File: src/sv/esc_tg_pkg.sv
`timescale 1ns / 1ps

package esc_tg_pkg;

    // Field widths
    localparam int TIME_BITS = 32;
    localparam int NOW_W     = 32;
    localparam int THR_W     = 12;
    localparam int INT_W     = 16;
    localparam int CMD_W     = 11;
    localparam int CFG_W     = 16;

    // Shared divider: dividend wide enough for the speed scale
    localparam int DIV_W     = 20;
    localparam int DVSR_W    = 16;
    localparam int CNT_W     = $clog2(DIV_W);
    localparam int SPD_W     = 13;

    // Limit mapping constants
    localparam int FULL_LIMIT     = 1024;
    localparam int LOW_LIMIT      = 100;
    localparam int INTERVAL_START = 200;
    localparam int SPEED_HIGH     = 5000;
    localparam int SPEED_LOW      = 333;
    localparam int SPEED_SCALE    = 1000000;
    localparam int MAP_SPAN       = FULL_LIMIT - LOW_LIMIT;
    localparam int MAP_DIV        = SPEED_HIGH - SPEED_LOW;

    // Limit drop diff * MAP_SPAN / MAP_DIV as a reciprocal multiply; the
    // rounded-up reciprocal gives the truncated quotient over the whole band
    localparam int MAP_SHIFT = 25;
    localparam int RECIP_W   = 23;
    localparam int PROD_W    = SPD_W + RECIP_W;
    localparam logic [RECIP_W-1:0] MAP_RECIP = RECIP_W'(
        ((64'(MAP_SPAN) << MAP_SHIFT) + 64'(MAP_DIV) - 64'd1) / 64'(MAP_DIV));

    // Register map
    localparam logic REG_LOSE    = 1'b0;
    localparam logic REG_TIMEOUT = 1'b1;
    localparam logic [CFG_W-1:0] LOSE_RESET    = CFG_W'(500);
    localparam logic [CFG_W-1:0] TIMEOUT_RESET = CFG_W'(3000);

    typedef struct packed {
        logic              start;
        logic [DIV_W-1:0]  dividend;
        logic [DVSR_W-1:0] divisor;
    } t_div_req;

    typedef struct packed {
        logic             done;
        logic [DIV_W-1:0] quot;
    } t_div_rsp;

    typedef struct packed {
        logic             rst;
        logic [CMD_W-1:0] cmd;
        logic             valid;
    } t_res;

    // Clamp a non-negative throttle to a limit
    function automatic logic [CMD_W-1:0] f_clamp_cmd(input logic [CMD_W-1:0] thr,
                                                     input logic [CMD_W-1:0] limit);
        f_clamp_cmd = (thr > limit) ? limit : thr;
    endfunction

    // Clamp speed to its band and return the distance below the top speed
    function automatic logic [SPD_W-1:0] f_speed_diff(input logic [DIV_W-1:0] speed);
        logic [DIV_W-1:0] s;
        s = speed;
        if (s < DIV_W'(SPEED_LOW)) begin
            s = DIV_W'(SPEED_LOW);
        end
        if (s > DIV_W'(SPEED_HIGH)) begin
            s = DIV_W'(SPEED_HIGH);
        end
        f_speed_diff = SPD_W'(DIV_W'(SPEED_HIGH) - s);
    endfunction

endpackage

File: src/sv/esc_tg_div.sv
`timescale 1ns / 1ps

// Restoring divider, one quotient bit per cycle
module esc_tg_div (
    input  logic                 i_clk,
    input  logic                 i_rst_n,
    input  esc_tg_pkg::t_div_req i_req,
    output esc_tg_pkg::t_div_rsp o_rsp
);

    logic                              r_busy;
    logic                              r_done;
    logic [esc_tg_pkg::CNT_W-1:0]      r_cnt;
    logic [esc_tg_pkg::DIV_W-1:0]      r_quot;
    logic [esc_tg_pkg::DVSR_W-1:0]     r_rem;
    logic [esc_tg_pkg::DVSR_W-1:0]     r_dvsr;
    logic [esc_tg_pkg::DVSR_W:0]       trial;
    logic                              qbit;

    always_comb begin
        trial = {r_rem, r_quot[esc_tg_pkg::DIV_W-1]};
        qbit  = (trial >= {1'b0, r_dvsr});
    end

    always_ff @(posedge i_clk) begin
        if (!i_rst_n) begin
            r_busy <= 1'b0;
            r_done <= 1'b0;
            r_cnt  <= '0;
        end else begin
            r_done <= 1'b0;
            if (i_req.start) begin
                r_busy <= 1'b1;
                r_cnt  <= esc_tg_pkg::CNT_W'(esc_tg_pkg::DIV_W - 1);
            end else if (r_busy) begin
                r_cnt <= r_cnt - 1'b1;
                if (r_cnt == '0) begin
                    r_busy <= 1'b0;
                    r_done <= 1'b1;
                end
            end
        end
    end

    always_ff @(posedge i_clk) begin
        if (i_req.start) begin
            r_quot <= i_req.dividend;
            r_rem  <= '0;
            r_dvsr <= i_req.divisor;
        end else if (r_busy) begin
            r_quot <= {r_quot[esc_tg_pkg::DIV_W-2:0], qbit};
            r_rem  <= qbit ? esc_tg_pkg::DVSR_W'(trial - {1'b0, r_dvsr})
                           : esc_tg_pkg::DVSR_W'(trial);
        end
    end

    assign o_rsp.done = r_done;
    assign o_rsp.quot = r_quot;

endmodule

File: src/sv/esc_tg_ctrl.sv
`timescale 1ns / 1ps

// Sequencer: evaluates one event, driving the shared divider once for a
// speed-limited capture and mapping the speed to a limit by a reciprocal
// multiply.
module esc_tg_ctrl (
    input  logic                              i_clk,
    input  logic                              i_rst_n,
    input  logic                              i_start,
    input  logic                              i_kind,
    input  logic [esc_tg_pkg::THR_W-1:0]      i_thr,
    input  logic [esc_tg_pkg::INT_W-1:0]      i_interval,
    input  logic [esc_tg_pkg::NOW_W-1:0]      i_now,
    input  logic [esc_tg_pkg::CFG_W-1:0]      i_lose,
    input  logic [esc_tg_pkg::CFG_W-1:0]      i_timeout,
    input  logic                              i_slot_free,
    input  esc_tg_pkg::t_div_rsp              i_div,
    output esc_tg_pkg::t_div_req              o_div,
    output logic                              o_idle,
    output logic                              o_push,
    output esc_tg_pkg::t_res                  o_res
);

    localparam logic [2:0] S_IDLE = 3'd0;
    localparam logic [2:0] S_EVAL = 3'd1;
    localparam logic [2:0] S_DIV1 = 3'd2;
    localparam logic [2:0] S_MUL  = 3'd3;
    localparam logic [2:0] S_MAP  = 3'd4;
    localparam logic [2:0] S_DONE = 3'd5;

    logic [2:0]                          r_state, n_state;
    logic                                r_kind;
    logic [esc_tg_pkg::THR_W-1:0]        r_thr;
    logic [esc_tg_pkg::INT_W-1:0]        r_interval;
    logic [esc_tg_pkg::TIME_BITS-1:0]    r_now;
    logic [esc_tg_pkg::TIME_BITS-1:0]    r_last;
    logic [esc_tg_pkg::SPD_W-1:0]        r_diff, n_diff;
    logic [esc_tg_pkg::CMD_W-1:0]        r_map, n_map;
    esc_tg_pkg::t_res                    r_res, n_res;
    logic [esc_tg_pkg::TIME_BITS-1:0]    elapsed;
    logic [esc_tg_pkg::PROD_W-1:0]       map_prod;
    logic [esc_tg_pkg::CMD_W-1:0]        limit;
    logic                                lost;

    always_comb begin
        n_state  = r_state;
        n_res    = r_res;
        n_diff   = r_diff;
        n_map    = r_map;
        o_div    = '0;
        elapsed  = r_now - r_last;
        lost     = elapsed > esc_tg_pkg::TIME_BITS'(i_lose);
        map_prod = esc_tg_pkg::PROD_W'(r_diff) * esc_tg_pkg::PROD_W'(esc_tg_pkg::MAP_RECIP);
        limit    = esc_tg_pkg::CMD_W'(esc_tg_pkg::FULL_LIMIT) - r_map;
        case (r_state)
            S_IDLE: begin
                if (i_start) begin
                    n_state = S_EVAL;
                end
            end
            S_EVAL: begin
                if (r_kind) begin
                    n_res.valid = lost;
                    n_res.cmd   = '0;
                    n_res.rst   = lost && (elapsed > esc_tg_pkg::TIME_BITS'(i_timeout));
                    n_state     = S_DONE;
                end else if (r_thr[esc_tg_pkg::THR_W-1]) begin
                    n_res   = '{rst: 1'b0, cmd: '0, valid: 1'b1};
                    n_state = S_DONE;
                end else if (r_interval <= esc_tg_pkg::INT_W'(esc_tg_pkg::INTERVAL_START)) begin
                    n_res.valid = 1'b1;
                    n_res.rst   = 1'b0;
                    n_res.cmd   = esc_tg_pkg::f_clamp_cmd(
                                      r_thr[esc_tg_pkg::CMD_W-1:0],
                                      esc_tg_pkg::CMD_W'(esc_tg_pkg::FULL_LIMIT));
                    n_state     = S_DONE;
                end else begin
                    // speed = scale / interval
                    o_div.start    = 1'b1;
                    o_div.dividend = esc_tg_pkg::DIV_W'(esc_tg_pkg::SPEED_SCALE);
                    o_div.divisor  = r_interval;
                    n_state        = S_DIV1;
                end
            end
            S_DIV1: begin
                if (i_div.done) begin
                    n_diff  = esc_tg_pkg::f_speed_diff(i_div.quot);
                    n_state = S_MUL;
                end
            end
            S_MUL: begin
                // limit drop: high bits of diff times the scaled reciprocal
                n_map   = map_prod[esc_tg_pkg::MAP_SHIFT +: esc_tg_pkg::CMD_W];
                n_state = S_MAP;
            end
            S_MAP: begin
                n_res.valid = 1'b1;
                n_res.rst   = 1'b0;
                n_res.cmd   = esc_tg_pkg::f_clamp_cmd(r_thr[esc_tg_pkg::CMD_W-1:0], limit);
                n_state     = S_DONE;
            end
            S_DONE: begin
                if (i_slot_free) begin
                    n_state = S_IDLE;
                end
            end
            default: begin
                n_state = S_IDLE;
            end
        endcase
    end

    always_ff @(posedge i_clk) begin
        if (!i_rst_n) begin
            r_state <= S_IDLE;
            r_last  <= '0;
        end else begin
            r_state <= n_state;
            if (i_start && !i_kind) begin
                r_last <= esc_tg_pkg::TIME_BITS'(i_now);
            end
        end
    end

    always_ff @(posedge i_clk) begin
        r_res  <= n_res;
        r_diff <= n_diff;
        r_map  <= n_map;
        if (i_start) begin
            r_kind     <= i_kind;
            r_thr      <= i_thr;
            r_interval <= i_interval;
            r_now      <= esc_tg_pkg::TIME_BITS'(i_now);
        end
    end

    assign o_idle = (r_state == S_IDLE);
    assign o_push = (r_state == S_DONE) && i_slot_free;
    assign o_res  = r_res;

endmodule

File: src/sv/esc_throttle_guard_top.sv
`timescale 1ns / 1ps

// Channel   | Direction | Handshake             | Payload
// ----------+-----------+-----------------------+--------------------------------------------
// s_ stream | in        | s_tvalid / s_tready   | tuser: kind; tdata: throttle_in, interval, now
// m_ stream | out       | m_tvalid / m_tready   | tdata: valid, cmd, reset_request
// APB       | in/out    | psel, penable, pready | lose_time_ms @0x0, timeout_ms @0x4
//
// One beat at a time. A commutation beat, a capture with a negative throttle
// or a short interval passes the evaluate state and then the done state, from
// which the result is loaded into the output register. A speed-limited capture
// runs the shared 20-step restoring divider once for the speed, then a multiply
// state and a clamp state before it reaches the done state and pushes the result.
// s_tready is high only while the sequencer is idle; a pending result waits
// in the output register while the next beat is accepted, and the sequencer
// holds its finished result until that register frees.
// Reset (i_rst_n, synchronous) clears the sequencer, the output valid, the
// last capture time and loads both thresholds with their defaults.
module esc_throttle_guard_top (
    input  logic        i_clk,
    input  logic        i_rst_n,
    // slave stream
    input  logic        s_tvalid,
    output logic        s_tready,
    input  logic [63:0] s_tdata,   // [11:0] throttle_in, [27:12] avg_interval_us,
                                   // [59:28] now_ms, [63:60] zero
    input  logic        s_tuser,   // [0] kind
    // master stream
    output logic        m_tvalid,
    input  logic        m_tready,
    output logic [15:0] m_tdata,   // [0] throttle_valid, [11:1] throttle_cmd,
                                   // [12] reset_request, [15:13] zero
    // APB config
    input  logic        psel,
    input  logic        penable,
    input  logic        pwrite,
    input  logic [2:0]  paddr,
    input  logic [31:0] pwdata,
    output logic [31:0] prdata,
    output logic        pready
);

    logic [esc_tg_pkg::CFG_W-1:0] r_lose;
    logic [esc_tg_pkg::CFG_W-1:0] r_timeout;
    logic                         r_out_valid;
    esc_tg_pkg::t_res             r_out;
    esc_tg_pkg::t_div_req         div_req;
    esc_tg_pkg::t_div_rsp         div_rsp;
    esc_tg_pkg::t_res             res;
    logic                         idle;
    logic                         push;
    logic                         slot_free;
    logic                         s_beat;
    logic                         cfg_wr;

    assign pready = 1'b1;
    assign cfg_wr = psel && penable && pwrite && pready;

    // Register writes; paddr[2] picks the register
    always_ff @(posedge i_clk) begin
        if (!i_rst_n) begin
            r_lose    <= esc_tg_pkg::LOSE_RESET;
            r_timeout <= esc_tg_pkg::TIMEOUT_RESET;
        end else if (cfg_wr) begin
            case (paddr[2])
                esc_tg_pkg::REG_LOSE:    r_lose    <= pwdata[esc_tg_pkg::CFG_W-1:0];
                esc_tg_pkg::REG_TIMEOUT: r_timeout <= pwdata[esc_tg_pkg::CFG_W-1:0];
                default: begin
                end
            endcase
        end
    end

    always_comb begin
        case (paddr[2])
            esc_tg_pkg::REG_LOSE:    prdata = 32'(r_lose);
            esc_tg_pkg::REG_TIMEOUT: prdata = 32'(r_timeout);
            default:                 prdata = '0;
        endcase
    end

    // Accept a beat only while the sequencer is idle
    assign s_tready  = idle;
    assign s_beat    = s_tvalid && s_tready;
    assign slot_free = !r_out_valid || m_tready;

    esc_tg_ctrl u_ctrl (
        .i_clk       (i_clk),
        .i_rst_n     (i_rst_n),
        .i_start     (s_beat),
        .i_kind      (s_tuser),
        .i_thr       (s_tdata[11:0]),
        .i_interval  (s_tdata[27:12]),
        .i_now       (s_tdata[59:28]),
        .i_lose      (r_lose),
        .i_timeout   (r_timeout),
        .i_slot_free (slot_free),
        .i_div       (div_rsp),
        .o_div       (div_req),
        .o_idle      (idle),
        .o_push      (push),
        .o_res       (res)
    );

    esc_tg_div u_div (
        .i_clk   (i_clk),
        .i_rst_n (i_rst_n),
        .i_req   (div_req),
        .o_rsp   (div_rsp)
    );

    // Output register: load on push, drop valid once the beat is taken
    always_ff @(posedge i_clk) begin
        if (!i_rst_n) begin
            r_out_valid <= 1'b0;
        end else if (push) begin
            r_out_valid <= 1'b1;
        end else if (m_tready) begin
            r_out_valid <= 1'b0;
        end
    end

    always_ff @(posedge i_clk) begin
        if (push) begin
            r_out <= res;
        end
    end

    assign m_tvalid = r_out_valid;
    assign m_tdata  = {3'b000, r_out.rst, r_out.cmd, r_out.valid};

endmodule

File: config.mk
export PLATFORM = sky130hd
export DESIGN_NAME = esc_throttle_guard_top
export DESIGN_NICKNAME = d
export VERILOG_FILES = /design/src/sv/esc_tg_pkg.sv /design/src/sv/esc_tg_div.sv /design/src/sv/esc_tg_ctrl.sv /design/src/sv/esc_throttle_guard_top.sv
export SDC_FILE = /design/constraint.sdc
export NUM_CORES = 1
export LEC_CHECK = 0
export ABC_AREA = 1
export BUFFER_PORTS_ARGS = -buffer_cell sky130_fd_sc_hd__buf_2
export CAP_MARGIN = 5
export CELL_PAD_IN_SITES_DETAIL_PLACEMENT = 0
export CELL_PAD_IN_SITES_GLOBAL_PLACEMENT = 1
export CORE_MARGIN = 3
export CORE_UTILIZATION = 47
export DETAILED_ROUTE_END_ITERATION = 10
export PLACE_DENSITY = 0.87
export SLEW_MARGIN = 10
export SYNTH_ARGS = -nofsm -noshare
export SYNTH_HDL_FRONTEND = slang
export SYNTH_SLANG_ARGS = --single-unit
File: constraint.sdc
create_clock -name i_clk -period 6.1 [get_ports i_clk]
set_clock_uncertainty 0.15 [all_clocks]
set_input_delay 0.61 -clock i_clk [delete_from_list [all_inputs] [get_ports i_clk]]
set_output_delay 0.61 -clock i_clk [all_outputs]
set_load 0.005 [all_outputs]
# Word level (Yosys, flattened, before mapping)
# Index checks and enable logic that the tools add are counted.
# Widths: inputs -> output; s select.
[totals]
regBits = 238
latchBits = 0
ram_bits = 0
rom_bits = 0
in_bits = 107
out_inout_bits = 51
wordCells = 108
memories = 0
[classes]
addsub = 5
mul = 1
div = 0
order_cmp = 8
eq_ne = 9
n_shift = 0
muxes = 35
bitwise = 4
n_reduce_logical = 22
[op_table]
columns = ["operator", "n"]
rows = [
  ["$mux 37", 4],
  ["$mux 20", 5],
  ["$mux 13", 6],
  ["$gt 32x16->1", 2],
  ["$pmux 32 s2", 1],
  ["$mul 13x20->33 const B", 1],
  ["$sub 32x32->32", 1],
  ["$pmux 13 s2", 1],
  ["$mux 11", 2],
  ["$gt 20x13->1 const B", 1],
  ["$lt 20x9->1 const B", 1],
  ["$mux 3", 6],
  ["$pmux 3 s6", 1],
  ["$ge 17x16->1", 1],
  ["$le 16x8->1 const B", 1],
  ["$mux 16", 1],
  ["$sub 16x16->16", 1],
  ["$sub 13x13->13 const A", 1],
  ["$gt 11x11->1", 1],
  ["$gt 11x11->1 const B", 1],
  ["$sub 11x11->11 const A", 1],
  ["$mux 5", 2],
  ["$reduce_and 2->1", 4],
  ["$eq 3x2->1 const B", 2],
  ["17 further kinds", 36],
]

# Longest topological paths before layout
[depth]
word_depth = 9
ltp_mapped = 24
depth_no_buf = 24

# By module
# A second synthesis with hierarchy kept.
[unflattened]
hier_cells = 2255
hier_area_um2 = 18611.6
[by_module_without_submodules]
columns = ["module", "instances", "cells_each", "area_each_um2", "seq_area_each_um2"]
rows = [
  ["esc_tg_ctrl", 1, 1533, 13026.2, 3643.5],
  ["esc_tg_div", 1, 451, 3485.8, 1541.5],
  ["esc_throttle_guard_top", 1, 271, 2099.5, 1051.0],
]

# Least setup slack after synthesis
# No wires, ideal clock.
[synth_path]
path_type = "reg2reg"
from = "register u_ctrl.r_diff[11] (netlist bit)"
to = "register u_ctrl.r_map[10] (netlist bit) (data pin)"
setup_time_ns = 0.265
t_arrival_ns = 4.772
t_required_ns = 5.685
setup_slack_ns = 0.913
stages_incl_launch_ff = 20
n_path_buf = 0
synth_period_minus_slack_ns = 5.187
cell_sequence = "edfxtp_1 fa_1 inv_1 fa_1 inv_1 fa_1 fa_1 inv_1 fa_1 inv_1 ha_1 nand2_1 nor4_1 nand3_1 nand3_1 nand2_1 o211ai_1 a31oi_1 o21ai_0 xor2_1"
[synth_between]
elab_chain_cells = 1
[synth_rtl]
columns = ["item", "line_no", "rtl"]
rows = [
  ["start, declared", "esc_tg_ctrl.sv:37", "logic [esc_tg_pkg::SPD_W-1:0] r_diff, n_diff;"],
  ["start signal, assigned", "esc_tg_ctrl.sv:127", "r_diff <= n_diff;"],
  ["$mul 13x20->33", "esc_tg_ctrl.sv:53", "map_prod = esc_tg_pkg::PROD_W'(r_diff) * esc_tg_pkg::PROD_W'(esc_tg_pkg::MAP_RECIP);"],
  ["net u_ctrl.map_prod, one bit", "esc_tg_ctrl.sv:41", "logic [esc_tg_pkg::PROD_W-1:0] map_prod;"],
  ["end signal, assigned", "esc_tg_ctrl.sv:128", "r_map <= n_map;"],
  ["end, declared", "esc_tg_ctrl.sv:38", "logic [esc_tg_pkg::CMD_W-1:0] r_map, n_map;"],
]
# The timed path passes the listed nets, and every way through them passes these cells.
# A chain may end at the register's enable or synchronous reset.

# Worst setup path after layout
# Ends and elaborated chain as after synthesis.

==> summary.txt <==
Logic synthesis
  – Syn. warnings: 0
  – Post-synthesis instance area: between 15000 and 20000 sq um
  – Yosys cell types: between 50 and 60
  – EDFF count, synth: approximately 150
  – Cells after Synth: about 2000
  – Synth top area cells: edfxtp_1, ha_1, dfxtp_1, fa_1, inv_1
  – Syn avg cell area: about 9 sq um
  – Post-synth ARST share: 0
  – Sequential area share after synthesis: 0.357
  – Prevailing post-synth register cell: edfxtp_1
  – Post-synth top area cell: edfxtp_1
  – Share of the synthesized area in the top cell type: 0.253
  – Seq cells post-synth: 238

Final layout
  – Layout area overhead: 10.6%
  – Design Area, Final: roughly 19000 sq um
  – Filler Cell Count: between 3000 and 4000
  – Finished Layout Cells: 2595
  – Layout cells sized above 1: 0.0933
  – Ant. Diodes: 0
  – Nets: roughly 2500

Drt
  – DRC viols: 0
  – Initial drt markers: 650
  – Vias per std cell: 5.14
  – Routed WL per cell: 15.1 um
  – DRT antenna net count: 0
  – DR vias: 13300
  – First-pass DRT Iterations: 5
  – Total Wirelength: around 40000 um

Place
  – Placed cells: 2545
  – Placed Area: 18500 sq um
  – IO Port Bufs: around 120
  – Post-DP HPWL: 31400 um
  – GPL Wtd Cong: just over 0.9

Timing
  – Fmax: approximately 0.18 GHz
  – Final hold viol count: 0
  – Worst Tran Pin Value: about 1.0 ns
  – RSZ-0062 raised after global routing: no
  – Minimum clock period: between 5 and 6 ns
  – Fin crit share: 0.923
  – Setup TNS Final: 0 ns
  – Final setup violation count: 0
  – Final Max Slew Viols: 0
  – Normalized max-slew margin: 0.315

Setup path
  – CP peak stage delay: 0.57 ns
  – Critical Path Start: u_ctrl.r_diff[11]$_DFFE_PP_
  – Critical setup path kind: flip-flop to flip-flop
  – Crit path max fanout: 7
  – CP Launch Type: flip-flop
  – Worst EP required: 6.25 ns
  – Critical Path AT: just under 6 ns
  – Most frequent CP cell: fa_1
  – Critical R2R Launch: u_ctrl.r_diff[11]$_DFFE_PP_
  – Crit. End Element: flip-flop
  – Slowest stage cell, crit path: fa_1
  – Crit-path cells: fa_1 -> inv_1 -> fa_1 -> fa_1 -> inv_1 -> fa_1 -> inv_1 -> fa_1 -> inv_1 -> ha_1 -> nand2_1 -> nor4_1 -> nand3_1 -> nand3_1 -> nand2_1 -> o211ai_1 -> a31oi_1 -> o21ai_0 -> xor2_1

Power
  – Maximum VDD drop: around 0.25 mV
  – Leak pwr: just over 0.009 uW
  – Power Density: around 330 nW/um^2
  – Sw Pwr: roughly 2400 uW
  – Pint: around 3900 uW
  – Register share of total power: 0.355
  – Final Total Pwr: between 6000 and 7000 uW
  – Net Sw Frac: 0.385
  – Clock network power share: 0.244
  – Comb power frac: 0.401

Clock tree
  – H-tree depth: 1
  – CTS tree: done
  – Clock latency reported for the late side of the worst-skew pair: roughly 0.56 ns
  – TritonCTS Buffers: 27
  – Clock Sinks: 238
  – Post-CTS Setup Bufs: 0
  – Clock buffer depth: 3
  – Worst-path clk slew: approximately 0.060 ns
  – Hold Buf Count CTS: 0
  – Root Buffer Master: clkbuf_16
  – Post-CTS Resized: 0

Floorplanning
  – IO Count: about 160
  – Die Width: roughly 200 um
  – Die H: between 150 and 200 um
  – Initial core utilization: 0.484
  – # rows: 69
  – Full die area: about 39000 sq um
  – Core area: around 36000 sq um

Outcome
  – Status: completed

GRT
  – Met3 GRT Util: 0.0232
  – All-Layer GR Usage: 0.199
  – Busiest grt layer: met2
  – GR Overflow Total: 0
  – M1 GR Usage: 0.278
  – Initial antenna violation count: 0
  – Number of global-route vias before repair: 13000
  – Largest net degree at the start of global routing: between 60 and 70
  – First-pass GRT wire length: ~64000 um
  – Grt met2 use: 0.328

Hold path
  – Min-delay src: s_tdata[14]
  – Hold Path Class: primary input to flip-flop

Job
  – MaxCap Viol Count: 0
==> metrics by stage <==
stage	setup slack [ns]	util	hold slack, ns
after global routing	0.0630	0.535	0.0469
after global placement	0.567	0.512	0.251
after floorplan	0.913	-	0.250
final	0.470	0.535	0.0734
after detailed placement	0.528	0.512	0.255
after CTS	0.500	0.535	0.0398
==> cells in the mapped netlist (all sizes together) (17+ instances only) <==
library cell and number:
ha 196, nand4 17, clkbuf 30, nand3 59
nand2 288, xor2 51, nor2 141, buf 23
edfxtp 147, nor3 27, o21ai 155, xnor2 17
inv 381, a21oi 184, fa 90, dfxtp 91
==> power by group through the flow <==
stage | registers (uW) | clock network, uW | logic, uW
after CTS | 2230 | 1580 | 2520
final | 2230 | 1540 | 2530
after global placement | 2260 | 0 | 2450
after floorplan | 2230 | 0 | 1880
after detailed placement | 2270 | 0 | 2510
after global routing | 2260 | 1650 | 2900
==> layout by cell type (no fill, tap or decap), types with 8 or more instances in the layout <==
| master | n |
|---|---|
| a21o_1 | 10 |
| a21oi_1 | 184 |
| buf_2 | 115 |
| buf_4 | 8 |
| clkbuf_1 | 11 |
| clkbuf_16 | 27 |
| conb_1 | 20 |
| dfxtp_1 | 91 |
| edfxtp_1 | 147 |
| fa_1 | 90 |
| ha_1 | 196 |
| inv_1 | 375 |
| nand2_1 | 274 |
| nand2_2 | 11 |
| nand3_1 | 57 |
| nand3b_1 | 10 |
| nand4_1 | 17 |
| nor2_1 | 135 |
| nor3_1 | 27 |
| nor4_1 | 10 |
| o211ai_1 | 10 |
| o21ai_0 | 151 |
| or2_2 | 8 |
| xnor2_1 | 17 |
| xor2_1 | 51 |
==> area by class of cell <==
| type | count | area [sq um] | area share |
|---|---|---|---|
| Tap cell | 461 | 577 | 0.0299 |
| Timing Repair Buffer | 123 | 636 | 0.0329 |
| Clock buffer | 41 | 758 | 0.0393 |
| Multi-Input combinational cell | 1339 | 9570 | 0.496 |
| Clock inverter | 9 | 85.1 | 0.00441 |
| Inverter | 384 | 1440 | 0.0747 |
| Sequential cell | 238 | 6240 | 0.323 |
==> cell families after synthesis <==
group / after synthesis / synth area share
XOR/XNOR: 68 / 0.0341
AO/OA/AOI/OAI: 401 / 0.125
AND/OR/NAND/NOR: 564 / 0.140
flip-flops: 238 / 0.357
buffers and inverters: 437 / 0.0991
other: 2 / 0.000430
adder cells (fa/ha/maj): 286 / 0.244
==> registers in the layout, indices dropped and copies added, names as in the netlist, 3 cells and up <==
| register | flops |
|---|---|
| u_div.r_dvsr | 16 |
| u_ctrl.r_diff | 13 |
| u_ctrl.r_thr | 12 |
| u_ctrl.r_interval | 16 |
| m_tdata | 13 |
| u_div.r_rem | 16 |
| r_lose | 16 |
| u_div.r_quot | 20 |
| u_ctrl.r_map | 11 |
| u_ctrl.r_last | 32 |
| u_ctrl.o_res | 13 |
| u_ctrl.r_now | 32 |
| u_ctrl.r_state | 3 |
| r_timeout | 16 |
| u_div.r_cnt | 5 |
==> routing by layer <==
| layer | vias to the layer above | routed length, um |
|---|---|---|
| met5 | - | 0 |
| met4 | 0 | 1180 |
| met3 | 60 | 1660 |
| met2 | 267 | 18000 |
| met1 | 6221 | 18300 |
| li1 | 6792 | - |
==> worst paths after layout <==
check                                                      end  slack, ns  cells past startpoint
worst max-delay path                u_ctrl.r_map[10]$_DFFE_PN_       0.47                     19
worst min-delay path            u_ctrl.r_interval[2]$_DFFE_PP_       0.07                      1
worst max register to register      u_ctrl.r_map[10]$_DFFE_PN_       0.47                     19
worst min register to register            m_tdata[8]$_DFFE_PP_       0.27                      0
==> critical path: cells and delay by family, from the launching register on <==
family / cells / cell delay (ns)
AOI/OAI and AO/OA: 3 / 0.57
xor gates and xnor gates: 1 / 0.09
adders and majority gates: 6 / 2.96
buffers and inverters: 4 / 0.21
DFF: 1 / 0.55
and+or+nand+nor: 5 / 0.84
(Power assumes the default switching activity.)
